<file path="src/fdh_pkg.sv">
package fdh_pkg;

  localparam int P_W   = 19;
  localparam int CFG_W = 12;
  localparam int DRV_W = 8;
  localparam int IDX_W = 3;

  localparam int IN_TDATA_W  = 24;
  localparam int OUT_TDATA_W = 24;

  // 1 mbar in sample units (1/16 mbar)
  localparam int ONE_MBAR = 16;
  localparam logic [DRV_W-1:0] FULL_DRIVE = 8'd255;

  // register indexes on the configuration channel
  localparam logic [IDX_W-1:0] REG_TARGET   = 3'd0;
  localparam logic [IDX_W-1:0] REG_START    = 3'd1;
  localparam logic [IDX_W-1:0] REG_MARGIN   = 3'd2;
  localparam logic [IDX_W-1:0] REG_BAND     = 3'd3;
  localparam logic [IDX_W-1:0] REG_SINK_DET = 3'd4;
  localparam logic [IDX_W-1:0] REG_TRIM     = 3'd5;

  localparam logic [P_W-1:0]   TARGET_RST   = 19'd16880;
  localparam logic [P_W-1:0]   START_RST    = 19'd16368;
  localparam logic [CFG_W-1:0] MARGIN_RST   = 12'd16;
  localparam logic [CFG_W-1:0] BAND_RST     = 12'd80;
  localparam logic [CFG_W-1:0] SINK_DET_RST = 12'd32;
  localparam logic [DRV_W-1:0] TRIM_RST     = 8'd100;

  typedef enum logic [2:0] {
    ACT_IDLE     = 3'd0,
    ACT_SINKING  = 3'd1,
    ACT_RISING   = 3'd2,
    ACT_FLOATING = 3'd3,
    ACT_STOPPING = 3'd4
  } action_t;

  typedef struct packed {
    logic [P_W-1:0]   target;
    logic [P_W-1:0]   start;
    logic [CFG_W-1:0] margin;
    logic [CFG_W-1:0] band;
    logic [CFG_W-1:0] sink_detect;
    logic [DRV_W-1:0] trim;
  } cfg_t;

  // packed from the top: last member sits in the lowest bits
  typedef struct packed {
    logic           tick;
    logic           pull_lvl;
    logic           push_lvl;
    logic           auto_sel;
    logic [P_W-1:0] pressure;
  } item_t;

  typedef struct packed {
    logic             auto_active;
    action_t          action;
    logic [DRV_W-1:0] drive_rise;
    logic [DRV_W-1:0] drive_sink;
  } result_t;

endpackage

</file>
<file path="src/fdh_cfg_regs.sv">
module fdh_cfg_regs (
  input  logic                         clk,
  input  logic                         rst,
  input  logic                         wr_en,
  input  logic [fdh_pkg::IDX_W-1:0]    wr_index,
  input  logic [fdh_pkg::P_W-1:0]      wr_data,
  output fdh_pkg::cfg_t                cfg
);

  always_ff @(posedge clk) begin
    if (rst) begin
      cfg.target      <= fdh_pkg::TARGET_RST;
      cfg.start       <= fdh_pkg::START_RST;
      cfg.margin      <= fdh_pkg::MARGIN_RST;
      cfg.band        <= fdh_pkg::BAND_RST;
      cfg.sink_detect <= fdh_pkg::SINK_DET_RST;
      cfg.trim        <= fdh_pkg::TRIM_RST;
    end else if (wr_en) begin
      unique case (wr_index)
        fdh_pkg::REG_TARGET:   cfg.target      <= wr_data;
        fdh_pkg::REG_START:    cfg.start       <= wr_data;
        fdh_pkg::REG_MARGIN:   cfg.margin      <= wr_data[fdh_pkg::CFG_W-1:0];
        fdh_pkg::REG_BAND:     cfg.band        <= wr_data[fdh_pkg::CFG_W-1:0];
        fdh_pkg::REG_SINK_DET: cfg.sink_detect <= wr_data[fdh_pkg::CFG_W-1:0];
        fdh_pkg::REG_TRIM:     cfg.trim        <= wr_data[fdh_pkg::DRV_W-1:0];
        default: ;
      endcase
    end
  end

endmodule

</file>
<file path="src/fdh_ctrl.sv">
module fdh_ctrl (
  input  logic             clk,
  input  logic             rst,
  input  logic             advance,
  input  fdh_pkg::item_t   item,
  input  fdh_pkg::cfg_t    cfg,
  output fdh_pkg::result_t result
);

  logic                         auto_latched, auto_latched_next;
  logic                         descent_done, descent_done_next;
  logic [fdh_pkg::P_W-1:0]      prior_pressure, prior_pressure_next;
  logic [fdh_pkg::P_W-1:0]      floor_pressure, floor_pressure_next;
  logic [fdh_pkg::P_W-1:0]      peak_error, peak_error_next;
  logic [fdh_pkg::P_W-1:0]      valley_error, valley_error_next;
  logic [fdh_pkg::DRV_W-1:0]    held_sink_drive, held_sink_drive_next;
  logic [fdh_pkg::DRV_W-1:0]    held_rise_drive, held_rise_drive_next;
  fdh_pkg::action_t             action;

  logic [fdh_pkg::P_W-1:0]      p;
  logic [fdh_pkg::P_W-1:0]      prior_eff;
  logic [fdh_pkg::P_W:0]        sink_limit;
  logic [fdh_pkg::P_W-1:0]      mag;
  logic                         near;
  logic [fdh_pkg::CFG_W:0]      slack;
  logic [fdh_pkg::CFG_W:0]      gap;
  logic [fdh_pkg::P_W-1:0]      peak_max;
  logic                         peak_ok;
  logic [fdh_pkg::P_W:0]        peak_bump;
  logic [fdh_pkg::P_W-1:0]      peak_sat;
  logic [fdh_pkg::P_W-1:0]      valley_min;
  logic                         valley_ok;
  logic [fdh_pkg::P_W-1:0]      valley_drop;
  logic [fdh_pkg::P_W-1:0]      slack_ext;
  logic [fdh_pkg::P_W-1:0]      gap_ext;

  assign p = item.pressure;
  // tick latches the sample before any decision in the same step
  assign prior_eff  = item.tick ? p : prior_pressure;
  assign sink_limit = {1'b0, prior_eff} + {{(fdh_pkg::P_W-fdh_pkg::CFG_W+1){1'b0}}, cfg.sink_detect};

  assign mag  = (p >= cfg.target) ? (p - cfg.target) : (cfg.target - p);
  assign near = mag < {{(fdh_pkg::P_W-fdh_pkg::CFG_W){1'b0}}, cfg.band};

  assign slack     = {1'b0, cfg.margin} + (fdh_pkg::CFG_W+1)'(fdh_pkg::ONE_MBAR);
  assign gap       = {1'b0, cfg.margin} + (fdh_pkg::CFG_W+1)'(3 * fdh_pkg::ONE_MBAR);
  assign slack_ext = {{(fdh_pkg::P_W-fdh_pkg::CFG_W-1){1'b0}}, slack};
  assign gap_ext   = {{(fdh_pkg::P_W-fdh_pkg::CFG_W-1){1'b0}}, gap};

  // deeper side: peak never below the sample here
  assign peak_max  = (peak_error < p) ? p : peak_error;
  assign peak_ok   = (peak_max - p) <= slack_ext;
  assign peak_bump = {1'b0, p} + {1'b0, gap_ext};
  assign peak_sat  = peak_bump[fdh_pkg::P_W] ? {fdh_pkg::P_W{1'b1}} : peak_bump[fdh_pkg::P_W-1:0];

  // shallower side: a sample below the valley also counts as within slack
  assign valley_min  = (valley_error > p && p < floor_pressure) ? p : valley_error;
  assign valley_ok   = (p < valley_min) || ((p - valley_min) <= slack_ext);
  assign valley_drop = (p < gap_ext) ? '0 : (p - gap_ext);

  always_comb begin
    auto_latched_next    = auto_latched;
    descent_done_next    = descent_done;
    prior_pressure_next  = prior_eff;
    floor_pressure_next  = floor_pressure;
    peak_error_next      = peak_error;
    valley_error_next    = valley_error;
    held_sink_drive_next = held_sink_drive;
    held_rise_drive_next = held_rise_drive;
    action               = fdh_pkg::ACT_IDLE;

    if (!auto_latched) begin
      if (item.auto_sel) begin
        auto_latched_next = 1'b1;
      end else if (!item.pull_lvl && item.push_lvl) begin
        held_sink_drive_next = fdh_pkg::FULL_DRIVE;
        held_rise_drive_next = '0;
        action               = fdh_pkg::ACT_SINKING;
      end else if (item.pull_lvl && !item.push_lvl) begin
        held_sink_drive_next = '0;
        held_rise_drive_next = fdh_pkg::FULL_DRIVE;
        action               = fdh_pkg::ACT_RISING;
      end else begin
        held_sink_drive_next = '0;
        held_rise_drive_next = '0;
        action               = fdh_pkg::ACT_STOPPING;
      end
    end else if (p < cfg.start) begin
      held_sink_drive_next = '0;
      held_rise_drive_next = '0;
    end else if (!descent_done) begin
      floor_pressure_next = p;
      if ({1'b0, p} > sink_limit) begin
        descent_done_next    = 1'b1;
        held_sink_drive_next = '0;
        held_rise_drive_next = '0;
        action               = fdh_pkg::ACT_STOPPING;
      end else begin
        held_sink_drive_next = fdh_pkg::FULL_DRIVE;
        held_rise_drive_next = '0;
        action               = fdh_pkg::ACT_SINKING;
      end
    end else if (near) begin
      held_sink_drive_next = '0;
      held_rise_drive_next = '0;
      action               = fdh_pkg::ACT_STOPPING;
    end else if (p > cfg.target) begin
      valley_error_next = cfg.target;
      if (peak_ok) begin
        peak_error_next      = peak_max;
        held_sink_drive_next = '0;
        held_rise_drive_next = cfg.trim;
        action               = fdh_pkg::ACT_FLOATING;
      end else begin
        peak_error_next      = peak_sat;
        held_sink_drive_next = '0;
        held_rise_drive_next = '0;
        action               = fdh_pkg::ACT_STOPPING;
      end
    end else begin
      peak_error_next = cfg.target;
      if (valley_ok) begin
        valley_error_next    = valley_min;
        held_sink_drive_next = cfg.trim;
        held_rise_drive_next = '0;
        action               = fdh_pkg::ACT_SINKING;
      end else begin
        valley_error_next    = valley_drop;
        held_sink_drive_next = '0;
        held_rise_drive_next = '0;
        action               = fdh_pkg::ACT_STOPPING;
      end
    end
  end

  always_comb begin
    result.auto_active = auto_latched_next;
    result.action      = action;
    result.drive_rise  = held_rise_drive_next;
    result.drive_sink  = held_sink_drive_next;
  end

  always_ff @(posedge clk) begin
    if (rst) begin
      auto_latched    <= 1'b0;
      descent_done    <= 1'b0;
      prior_pressure  <= '0;
      floor_pressure  <= '0;
      peak_error      <= fdh_pkg::TARGET_RST;
      valley_error    <= fdh_pkg::TARGET_RST;
      held_sink_drive <= '0;
      held_rise_drive <= '0;
    end else if (advance) begin
      auto_latched    <= auto_latched_next;
      descent_done    <= descent_done_next;
      prior_pressure  <= prior_pressure_next;
      floor_pressure  <= floor_pressure_next;
      peak_error      <= peak_error_next;
      valley_error    <= valley_error_next;
      held_sink_drive <= held_sink_drive_next;
      held_rise_drive <= held_rise_drive_next;
    end
  end

endmodule

</file>
<file path="src/float_depth_hold_controller_core.sv">
// Channel  | Direction | Handshake         | Payload
// s_       | in        | s_tvalid/s_tready | s_tdata: one sample and switch levels
// m_       | out       | m_tvalid/m_tready | m_tdata: drive levels, action, mode
// cfg_     | in        | cfg_valid/cfg_ready | cfg_index, cfg_data: register write
//
// One request in per cycle while the output is not stalled, one result per
// request. A request waits in the input register; the controller state update
// sits between it and the output register, which loads the result when empty
// or taken. Reset clears the valid flags, controller state and settings to
// defaults. A stalled output holds its result; the input register takes a new
// request whenever it is empty or hands its request on that cycle.
module float_depth_hold_controller_core (
  input  logic                                clk,
  input  logic                                rst,
  input  logic                                s_tvalid,
  output logic                                s_tready,
  // [18:0] pressure, [19] auto_sel, [20] push_lvl, [21] pull_lvl,
  // [22] tick, [23] zero
  input  logic [fdh_pkg::IN_TDATA_W-1:0]      s_tdata,
  output logic                                m_tvalid,
  input  logic                                m_tready,
  // [7:0] drive_sink, [15:8] drive_rise, [18:16] action, [19] auto_active,
  // [23:20] zero
  output logic [fdh_pkg::OUT_TDATA_W-1:0]     m_tdata,
  input  logic                                cfg_valid,
  output logic                                cfg_ready,
  input  logic [fdh_pkg::IDX_W-1:0]           cfg_index,
  input  logic [fdh_pkg::P_W-1:0]             cfg_data
);

  fdh_pkg::cfg_t    cfg;
  fdh_pkg::item_t   in_item;
  fdh_pkg::result_t step_result;
  fdh_pkg::result_t out_result;
  logic             in_valid;
  logic             out_valid;
  logic             advance;

  assign cfg_ready = 1'b1;

  fdh_cfg_regs u_cfg (
    .clk      (clk),
    .rst      (rst),
    .wr_en    (cfg_valid),
    .wr_index (cfg_index),
    .wr_data  (cfg_data),
    .cfg      (cfg)
  );

  assign advance  = in_valid && (!out_valid || m_tready);
  assign s_tready = !in_valid || advance;

  always_ff @(posedge clk) begin
    if (rst) begin
      in_valid <= 1'b0;
    end else if (s_tvalid && s_tready) begin
      in_valid <= 1'b1;
    end else if (advance) begin
      in_valid <= 1'b0;
    end
  end

  always_ff @(posedge clk) begin
    if (s_tvalid && s_tready) begin
      in_item <= s_tdata[$bits(fdh_pkg::item_t)-1:0];
    end
  end

  fdh_ctrl u_ctrl (
    .clk     (clk),
    .rst     (rst),
    .advance (advance),
    .item    (in_item),
    .cfg     (cfg),
    .result  (step_result)
  );

  always_ff @(posedge clk) begin
    if (rst) begin
      out_valid <= 1'b0;
    end else if (advance) begin
      out_valid <= 1'b1;
    end else if (m_tready) begin
      out_valid <= 1'b0;
    end
  end

  always_ff @(posedge clk) begin
    if (advance) begin
      out_result <= step_result;
    end
  end

  assign m_tvalid = out_valid;
  assign m_tdata  = {{(fdh_pkg::OUT_TDATA_W-$bits(fdh_pkg::result_t)){1'b0}}, out_result};

endmodule

</file>
<file path="config.mk">
export PLATFORM = sky130hd
export DESIGN_NAME = float_depth_hold_controller_core
export DESIGN_NICKNAME = d
export VERILOG_FILES = /design/src/fdh_pkg.sv /design/src/fdh_cfg_regs.sv /design/src/fdh_ctrl.sv /design/src/float_depth_hold_controller_core.sv
export SDC_FILE = /design/constraint.sdc
export NUM_CORES = 1
export LEC_CHECK = 0
export BUFFER_PORTS_ARGS = -buffer_cell sky130_fd_sc_hd__buf_2
export CAP_MARGIN = 20
export CORE_UTILIZATION = 40
export DETAILED_ROUTE_END_ITERATION = 10
export PLACE_DENSITY_LB_ADDON = 0.15
export SYNTH_ARGS = -nofsm -noshare
export SYNTH_HDL_FRONTEND = slang
export SYNTH_SLANG_ARGS = --single-unit
</file>
<file path="constraint.sdc">
create_clock -name clk -period 9.6 [get_ports clk]
set_clock_uncertainty 0.05 [all_clocks]
set_input_delay 1.92 -clock clk [delete_from_list [all_inputs] [get_ports clk]]
set_output_delay 1.92 -clock clk [all_outputs]
set_load 0.01 [all_outputs]
</file>
Word level (Yosys, flattened, before mapping) --
Cells that the tools add are included.
Cells by class: magnitude comparators 12, add/sub/neg operators 9, multipliers 0, div/mod/pow operators 0, shift operators 0, eq/ne operators 5, reductions and logical operators 24, multiplexer cells 47, bitwise logic cells 3
Operator list (number):
- 19-bit 2-to-1 mux | 10
- 8-bit 2-to-1 mux | 18
- 19-bit < comparator | 4
- 19-bit subtractor | 4
- 19-bit > comparator | 2
- 19-bit by 13-bit less-or-equal comparator with 1-bit output | 2
- 3-bit 2-to-1 mux | 11
- 19-bit by 12-bit adder with 20-bit output | 1
- 19-bit by 13-bit adder with 20-bit output | 1
- 19-bit by 20-bit > comparator with 1-bit output | 1
- 19-bit greater-or-equal comparator | 1
- 19-bit by 12-bit < comparator with 1-bit output | 1
- 19-bit by 13-bit < comparator with 1-bit output | 1
- 19-bit by 13-bit subtractor with 19-bit output | 1
- 12-bit by 5-bit adder with 13-bit output, second input constant | 1
- 12-bit by 6-bit adder with 13-bit output, second input constant | 1
- 2-bit AND reduction | 6
- 1-bit 2-to-1 mux | 8
- 3-bit by 2-bit equality test with 1-bit output, second input constant | 2
- 3-bit equality test, second input constant | 2
- 1-bit logical AND | 5
- 5-bit AND reduction | 1
- 1-bit zero test | 4
- 4-bit AND reduction | 1
- 6 further kinds | 11
Word-level totals: register bits after elaboration 221, output and inout port bits 27, bits of input ports 51, memory bits (writable) 0, memories kept 0, word-level logic and storage cells 125, latch bits 0, bits in read-only memories 0

Logic depth before layout (Yosys ltp) --
Gate-level depths: netlist of run 1.
depth after elaboration 12, depth in mapped cells 36

By module --
A second synthesis of run 1 with hierarchy kept.
Second synthesis, totals: cell total of the unflattened synthesis 2282, area total of the unflattened synthesis 18994.5 µm²
By module, submodules not included:
- fdh_ctrl | seq. area each 1881.8 µm², instances 1, area each 14281.2 µm², cells each 1915
- fdh_cfg_regs | seq. area each 1641.6 µm², instances 1, area each 3273.1 µm², cells each 307
- float_depth_hold_controller_core | seq. area each 1331.3 µm², instances 1, area each 1440.1 µm², cells each 60

Worst setup path before layout of run 1 --
OpenSTA, ideal clock, no wires.
kind register -> register, from reg in_item[1] (netlist name), to reg out_result, in the netlist m_tdata[0], data pin, arrival 7.831 ns, stages on the path, launching flop included 35, clock period less this slack 8.014 ns, path slack 1.586 ns, path through edfxtp_1 -> inv_1 -> ha_1 -> nand3b_1 -> a211oi_1 -> a2111o_1 -> a2111o_1 -> nand3_1 -> clkbuf_1 -> nor2_1 -> a21oi_1 -> inv_1 -> fa_1 -> nand2b_1 -> nand2b_1 -> a2111o_1 -> o32ai_1 -> nor3_1 -> o21ai_0 -> a31oi_1 -> a21oi_1 -> a21o_1 -> a21oi_1 -> xnor2_1 -> ha_1 -> nand4_1 -> o32a_1 -> o31ai_1 -> nor4b_1 -> a221oi_1 -> a2111o_1 -> o22a_1 -> a2111oi_4 -> a21oi_1 -> nand2b_1
RTL lines:
- from (decl) | RTL line float_depth_hold_controller_core.sv:32 | fdh_pkg::item_t in_item;
- from (signal assigned) | RTL line float_depth_hold_controller_core.sv:65 | in_item <= s_tdata[$bits(fdh_pkg::item_t)-1:0];
- to (signal assigned) | RTL line float_depth_hold_controller_core.sv:90 | out_result <= step_result;
- to (decl) | RTL line float_depth_hold_controller_core.sv:34 | fdh_pkg::result_t out_result;

Final worst setup path of run 1 --
from reg in_item[18] (netlist name), to reg u_ctrl.valley_error[5] (netlist name)
Between the ends: word-level cells in the longest chain between the ends 8
RTL lines:
- 19-bit > comparator or 19-bit < comparator (tied branches) | RTL line fdh_ctrl.sv:57 | assign valley_min = (valley_error > p && p < floor_pressure) ? p : valley_error;
- 1-bit logical AND | RTL line fdh_ctrl.sv:57
- 19-bit 2-to-1 mux | RTL line fdh_ctrl.sv:57
- 19-bit subtractor | RTL line fdh_ctrl.sv:58 | assign valley_ok = (p < valley_min) || ((p - valley_min) <= slack_ext);
- 19-bit by 13-bit less-or-equal comparator with 1-bit output | RTL line fdh_ctrl.sv:58
- 1-bit logical OR | RTL line fdh_ctrl.sv:58
- 19-bit 2-to-1 mux | RTL line fdh_ctrl.sv:122 | if (valley_ok) begin
- 19-bit 2-to-1 mux | RTL line fdh_ctrl.sv:107 | end else if (p > cfg.target) begin
- to (signal assigned) | RTL line fdh_ctrl.sv:150 | valley_error <= fdh_pkg::TARGET_RST;
- to (signal assigned) | RTL line fdh_ctrl.sv:159 | valley_error <= valley_error_next;
- to (decl) | RTL line fdh_ctrl.sv:15 | logic [fdh_pkg::P_W-1:0] valley_error, valley_error_next;
Several ways; a longest one is shown, not always the timed one. A chain may end at the register's enable or synchronous reset.

==> metrics.txt, run 1 <==
clock sinks 221; insertion delay to the later sink of the worst-skew pair 570 ps; sequential power share 36.5%; Final Hold Fails 0; Commonest cells post-synth nand2_1, a21oi_1, ha_1, dfxtp_1, nor2_1; post-synthesis sequential area ratio 26.0%; Leak 0.00871 uW; Max VDD drop 0.137 mV; chip height 218 um; status finished clean; PnR worst setup slack 612 ps; final period utilization 93.6%; HP Class reg2reg; max_slew headroom 24.1%; Final Setup Violations 0; synth warn 0; ANT nets after route 0; max_cap viols 0; slowest CP cell edfxtp_1; Initial Utilization 40.9%; P_sw 876 uW; critical path's top delay family compound AO/OA/AOI/OAI gates; die area 47500 um^2; H-Tree Level Count 1; startpoint types flop; root buffer cell clkbuf_16; first-pass GRT wire length 100000 um; Worst-Margin Slew 1140 ps; share of layout cells above drive strength 1 9.35%; GPL Wtd Cong 0.957; Fill cells 4643; HPWL after DPL 50600 um; # rows 78; io pins 78; synth top area cells dfxtp_1, ha_1, a21oi_1; Ant. Diodes 0; residual DRC count 0; clk slew on worst S/H paths 60 ps; final WL 66800 um; Placed Cells 3009; Switching Fraction 31.9%; Tmin final 8990 ps; Synth Cell Area 18700 um^2; Post-Route Setup TNS 0 ps; Iteration-0 DRC Markers 1293; Synth Area per Inst 7.82 um^2; critical path class reg2reg; number of synthesized flops with an enable pin 43; crit path buf inv count 5; Yosys reg bits 221; pin count of the biggest net entering global routing 70; antenna violations before repair 0; Worst setup EP type flop; count leader, synth nand2_1; GR Overflow Total 0; Mapped Cells 2389; Clock power frac 39.0%; maximum clock rate 111 MHz; drt wl/cell 21.8 um; worst hold slack 404 ps; internal power 1870 uW; CP Max Fanout 19; gr usage total 27.8%; Finished Layout Cells 3061; synth-to-layout area growth 11.1%; area share of the largest cell type after synthesis 19.1%; Comb power frac 24.4%; CP arrival 9340 ps; DR pass1 iterations 6; vias in the first global route 16.6k; Power per Cell Area 132 nW/um^2; Distinct cells, synth 84; Synth area leader dfxtp_1; Post-Place Worst Slack 524 ps; max-slew violation count 0; maximum root-to-sink buffer count 3; IO buf count 71; DR vias 17.8k; fin nets 2742; async set-reset flop share out of synthesis 0%; Critical Path RT 9960 ps; Vias/cell 5.82; Core Area 45700 um^2; CTS buffer count 27; Final Util 45.4%; critical path's largest stage delay 650 ps; TritonCTS clock tree built; # hold bufs at CTS 0; Top FF cell, synth dfxtp_1; die width 218 um
what timing repair did:
item,in CTS,in global routing
endpoints found under the hold margin,0,0
setup endpoints to repair,0,24
buffers inserted,0,1
resized for setup,0,1
per-stage QoR:
step	power [uW]	area, um^2
finish	2750	20700
floorplan	1480	18700
global route	2870	20700
CTS	2750	20700
detailed placement	1680	19800
global placement	1670	19800
per-layer routing:
layer | global-route usage, % | vias to the layer above | wire length, um | part of all wire [%]
met5 | 0 | - | 0 | 0
met4 | 10.4 | 0 | 2660 | 4.0
met3 | 2.61 | 114 | 3740 | 5.6
met2 | 44.0 | 609 | 29800 | 45
met1 | 38.9 | 8462 | 30600 | 46
li1 | - | 8645 | - | -
tightest hold or removal path, delay by kind of cell, from the launching register on:
family	cells	cell delay [ps]
AOI/OAI and AO/OA	1	50
and+or+nand+nor	1	50
DFF	1	310
registers in the layout, indices dropped and copies added, names as in the netlist, 8 cells and up:
name                    flops
u_ctrl.floor_pressure      19
u_cfg.cfg                  82
u_ctrl.prior_pressure      19
in_item                    23
u_ctrl.held_sink_drive      8
u_ctrl.valley_error        19
m_tdata                    20
u_ctrl.held_rise_drive      8
u_ctrl.peak_error          19
placed cells by master, fill, tap and decap left out, types with 20 or more instances in the layout:
cell type	count
nand2b_1	35
nand2_1	337
dfxtp_1	178
nand3_1	60
mux2i_1	37
buf_4	61
a21o_1	59
ha_1	244
xor2_1	35
edfxtp_1	43
nand4_1	25
inv_1	151
o211ai_1	34
nor2b_1	31
nor2_1	161
clkbuf_16	27
a211oi_1	29
nor3_1	53
a21oi_1	290
o21ai_0	98
xnor2_1	54
and3_1	20
buf_2	71
kinds of logic (layout without fill, tap and decap cells):
logic type                 Yosys count  after routing  synth area share (%)
buffers and inverters              267            336                  5.66
AOI/OAI and AO/OA                  703            703                  24.1
DFF                                221            221                  26.0
xor gates and xnor gates            89             89                  4.18
and+or+nand+nor                    802            802                  19.9
other                                2              5                0.0402
adders and majority gates          251            251                  17.1
muxes                               54             54                  3.01
final timing paths:
check / start / end / slack [ps] / cells past startpoint
hold / removal: u_cfg.cfg[62]$_SDFFE_PP0P_ / u_cfg.cfg[62]$_SDFFE_PP0P_ / 400 / 2
setup / recovery: in_item[18]$_DFFE_PP_ / u_ctrl.valley_error[5]$_SDFFE_PP1P_ / 610 / 36
hold reg to reg: u_cfg.cfg[62]$_SDFFE_PP0P_ / u_cfg.cfg[62]$_SDFFE_PP0P_ / 400 / 2
setup reg to reg: in_item[18]$_DFFE_PP_ / u_ctrl.valley_error[5]$_SDFFE_PP1P_ / 610 / 36
cell type report:
class                           count  area (um^2)  area share, %
Clock buffer                       33          708           3.41
Clock inverter                     17          206          0.995
Inverter                          153          574           2.77
Multi-Input combinational cell   1904        12800           61.7
Sequential cell                   221         4850           23.4
Tap cell                          600          751           3.62
Timing Repair Buffer              133          841           4.05
power by group through the flow:
| stage | sequential (uW) | clock [uW] | combinational, uW |
|---|---|---|---|
| 4_1_cts | 1000 | 1090 | 664 |
| 2_1_floorplan | 1020 | 0 | 460 |
| 5_1_grt | 1010 | 1120 | 742 |
| 3_3_place_gp | 1020 | 0 | 649 |
| 3_5_place_dp | 1020 | 0 | 659 |
| 6_report | 1000 | 1070 | 671 |
No activity file was read; power rests on OpenSTA's default activity.
==> run 2: changes to the inputs <==
ABC_AREA = 1   (was unset)
==> metrics.txt, run 2 <==
count leader, synth nand2_1; Distinct cells, synth 55 (-35%); Power per Cell Area 143 nW/um^2 (+8.0%); critical path class reg2reg; TritonCTS clock tree built; share of layout cells above drive strength 1 7.29% (-2.1 points); fin nets 2915 (+6.3%); Synth area leader dfxtp_1; max_cap viols 0 (unchanged); die area 45700 um^2 (-3.9%); Max VDD drop 0.151 mV (+10%); HP Class reg2reg; Vias/cell 5.50 (-5.7%); drt wl/cell 19.9 um (-8.8%); vias in the first global route 16.6k (unchanged); CTS resizes 0 (unchanged); Final Hold Fails 0 (unchanged); number of synthesized flops with an enable pin 43 (unchanged); # rows 77 (-1.3%); maximum clock rate 129 MHz (+16%); Worst setup EP type flop; DR vias 17.7k (-0.64%); Worst-Margin Slew 989 ps (-148 ps); gr usage total 28.1% (+0.29 points); maximum root-to-sink buffer count 3 (unchanged); H-Tree Level Count 1 (unchanged); insertion delay to the later sink of the worst-skew pair 580 ps (about the same); Initial Utilization 40.6% (-0.33 points); residual DRC count 0 (unchanged); max-slew violation count 0 (unchanged); HPWL after DPL 48600 um (-4.0%); Tmin final 7760 ps (-1230 ps); die width 214 um (-2.0%); status finished clean; PnR worst setup slack 1840 ps (+1230 ps); largest reg by FF count u_cfg.cfg; Crit path top cell by count nand2_1; Mapped Cells 2556 (+7.0%); Critical Path RT 9880 ps (-80 ps); Post-Route Setup TNS 0 ps (unchanged); final period utilization 80.8% (-13 points); ANT nets after route 0 (unchanged); pin count of the biggest net entering global routing 70 (unchanged); clock sinks 221 (unchanged); Fill cells 4522 (-2.6%); Synth Area in Compound Gates 22.0% (-2.0 points); hold path depth 2 (unchanged); DR pass1 iterations 6 (unchanged); synth-to-layout area growth 11.4%; final WL 64200 um (-3.9%); commonest cells after routing, fill and taps aside nand2_1, a21oi_1, inv_1, ha_1, o21ai_0; io pins 78 (unchanged); Reg2Reg Depth 35 (-2.8%); Synth Cell Area 17900 um^2 (-4.0%); # Post-CTS Setup Buffers 0 (unchanged); CP arrival 8030 ps (-1310 ps); IO buf count 71 (unchanged); clk slew on worst S/H paths 60 ps (about the same); RSZ-0062 raised after global routing false; antenna violations before repair 3 (+3); # hold bufs at CTS 0 (unchanged); Iteration-0 DRC Markers 1706 (+32%); first-pass GRT wire length 96900 um (-3.5%); Leak 0.00926 uW (+6.3%); main combinational cell family by area after synthesis compound AO/OA/AOI/OAI gates; max_slew headroom 34.0% (+9.9 points); area share of the largest cell type after synthesis 19.9% (+0.79 points); Post-Place Worst Slack 1950 ps (+1420 ps); XOR/XNOR Fraction of Synth Area 4.15% (-0.023 points); slowest CP cell ha_1; synth top area cells dfxtp_1, ha_1, nand2_1; root buffer cell clkbuf_16; Synth Area per Inst 7.02 um^2 (-10%); post-synthesis mux area share 0.112% (-2.9 points); post-synthesis sequential area ratio 27.1% (+1.1 points); GPL Wtd Cong 0.976 (+2.0%); critical path's largest stage delay 610 ps (-40 ps); CP Max Fanout 22 (+3); Ant. Diodes 0 (unchanged); max FFs per register 82 (unchanged); async set-reset flop share out of synthesis 0% (unchanged); CTS buffer count 27 (unchanged); Final Setup Violations 0 (unchanged); startpoint types flop; Commonest cells post-synth nand2_1, a21oi_1, inv_1, ha_1, o21ai_0; Top FF cell, synth dfxtp_1; Core Area 44200 um^2 (-3.2%); GR Overflow Total 0 (unchanged); commonest non-fill, non-tap cell in the layout nand2_1; Adder-Cell Fraction of Synth Area 17.8% (+0.70 points); Yosys reg bits 221 (unchanged); Post-Synth Simple-Gate Area 20.0% (+0.060 points); synth warn 0 (unchanged); chip height 214 um (-2.0%)
[run 2: changes by cell type after synthesis, moves of 31 or more]
cell and change:
nand2_1 +124, nor2b_1 -31, nand3_1 +59, xnor2_1 -31
mux2i_1 -35, a21oi_1 +43, nor3_1 -33, inv_1 +150
o21ai_1 +40, a21o_1 -46, nand2b_1 -35, nor2_1 +56
o21ai_0 +128
[run 2: logic make-up (layout without fill, tap and decap cells)]
family / after synthesis / in the layout
buffers and inverters: 403 / 476
adder cells (fa/ha/maj): 251 / 251
XOR/XNOR: 85 / 85
other: 2 / 5
flip-flops: 221 / 221
AND/OR/NAND/NOR: 865 / 865
AO/OA/AOI/OAI: 727 / 727
multiplexers: 2 / 2
[run 2: final cells by class]
class	instances	area, um^2	area share (%)
well taps	592	741	3.71
clock inverters	10	119	0.595
clock buffers	38	862	4.31
inverters	314	1180	5.90
flip-flops and latches	221	4850	24.3
repair buffers	114	708	3.54
multi-input cells	1935	11500	57.6
[run 2: per-layer routing]
layer	GRT usage (%)	vias up	routed length [um]
li1	-	8733	-
met1	39.1	8305	29600
met2	45.4	583	28500
met3	4.23	91	4570
met4	6.58	4	1420
met5	0	-	22
[run 2: final timing paths]
check | start | endpoint | slack [ps]
worst max-delay path | in_item[16]$_DFFE_PP_ | m_tdata[18]$_DFFE_PP_ | 1840
worst min-delay path | u_ctrl.prior_pressure[6]$_SDFFE_PP0P_ | u_ctrl.prior_pressure[6]$_SDFFE_PP0P_ | 400
worst min register to register | u_ctrl.prior_pressure[6]$_SDFFE_PP0P_ | u_ctrl.prior_pressure[6]$_SDFFE_PP0P_ | 400
worst max register to register | in_item[16]$_DFFE_PP_ | m_tdata[18]$_DFFE_PP_ | 1840
[run 2: report_power, final]
part           internal (uW)  switching [uW]
clock                    680             446
sequential               984            17.8
combinational            247             482
total                   1910             946
[run 2: stage by stage]
stage	instances	hold slack [ps]	power (uW)	cell area [um^2]	util [%]
detailed placement	3174	389	1740	19000	42.9
global placement	3173	385	1720	18900	42.8
global route	3224	411	2990	20000	45.2
CTS	3222	399	2860	19900	45.1
floorplan	2559	374	1510	17900	-
finish	3224	396	2860	20000	45.2
[run 2: worst max-delay path, delay by kind of cell, from the launching register on]
kind	cells	cell delay, ps
xor+xnor	1	130
simple gates	22	3150
compound gates	4	1250
buf+inv	5	1150
flops	1	370
fa+ha+maj	3	1400
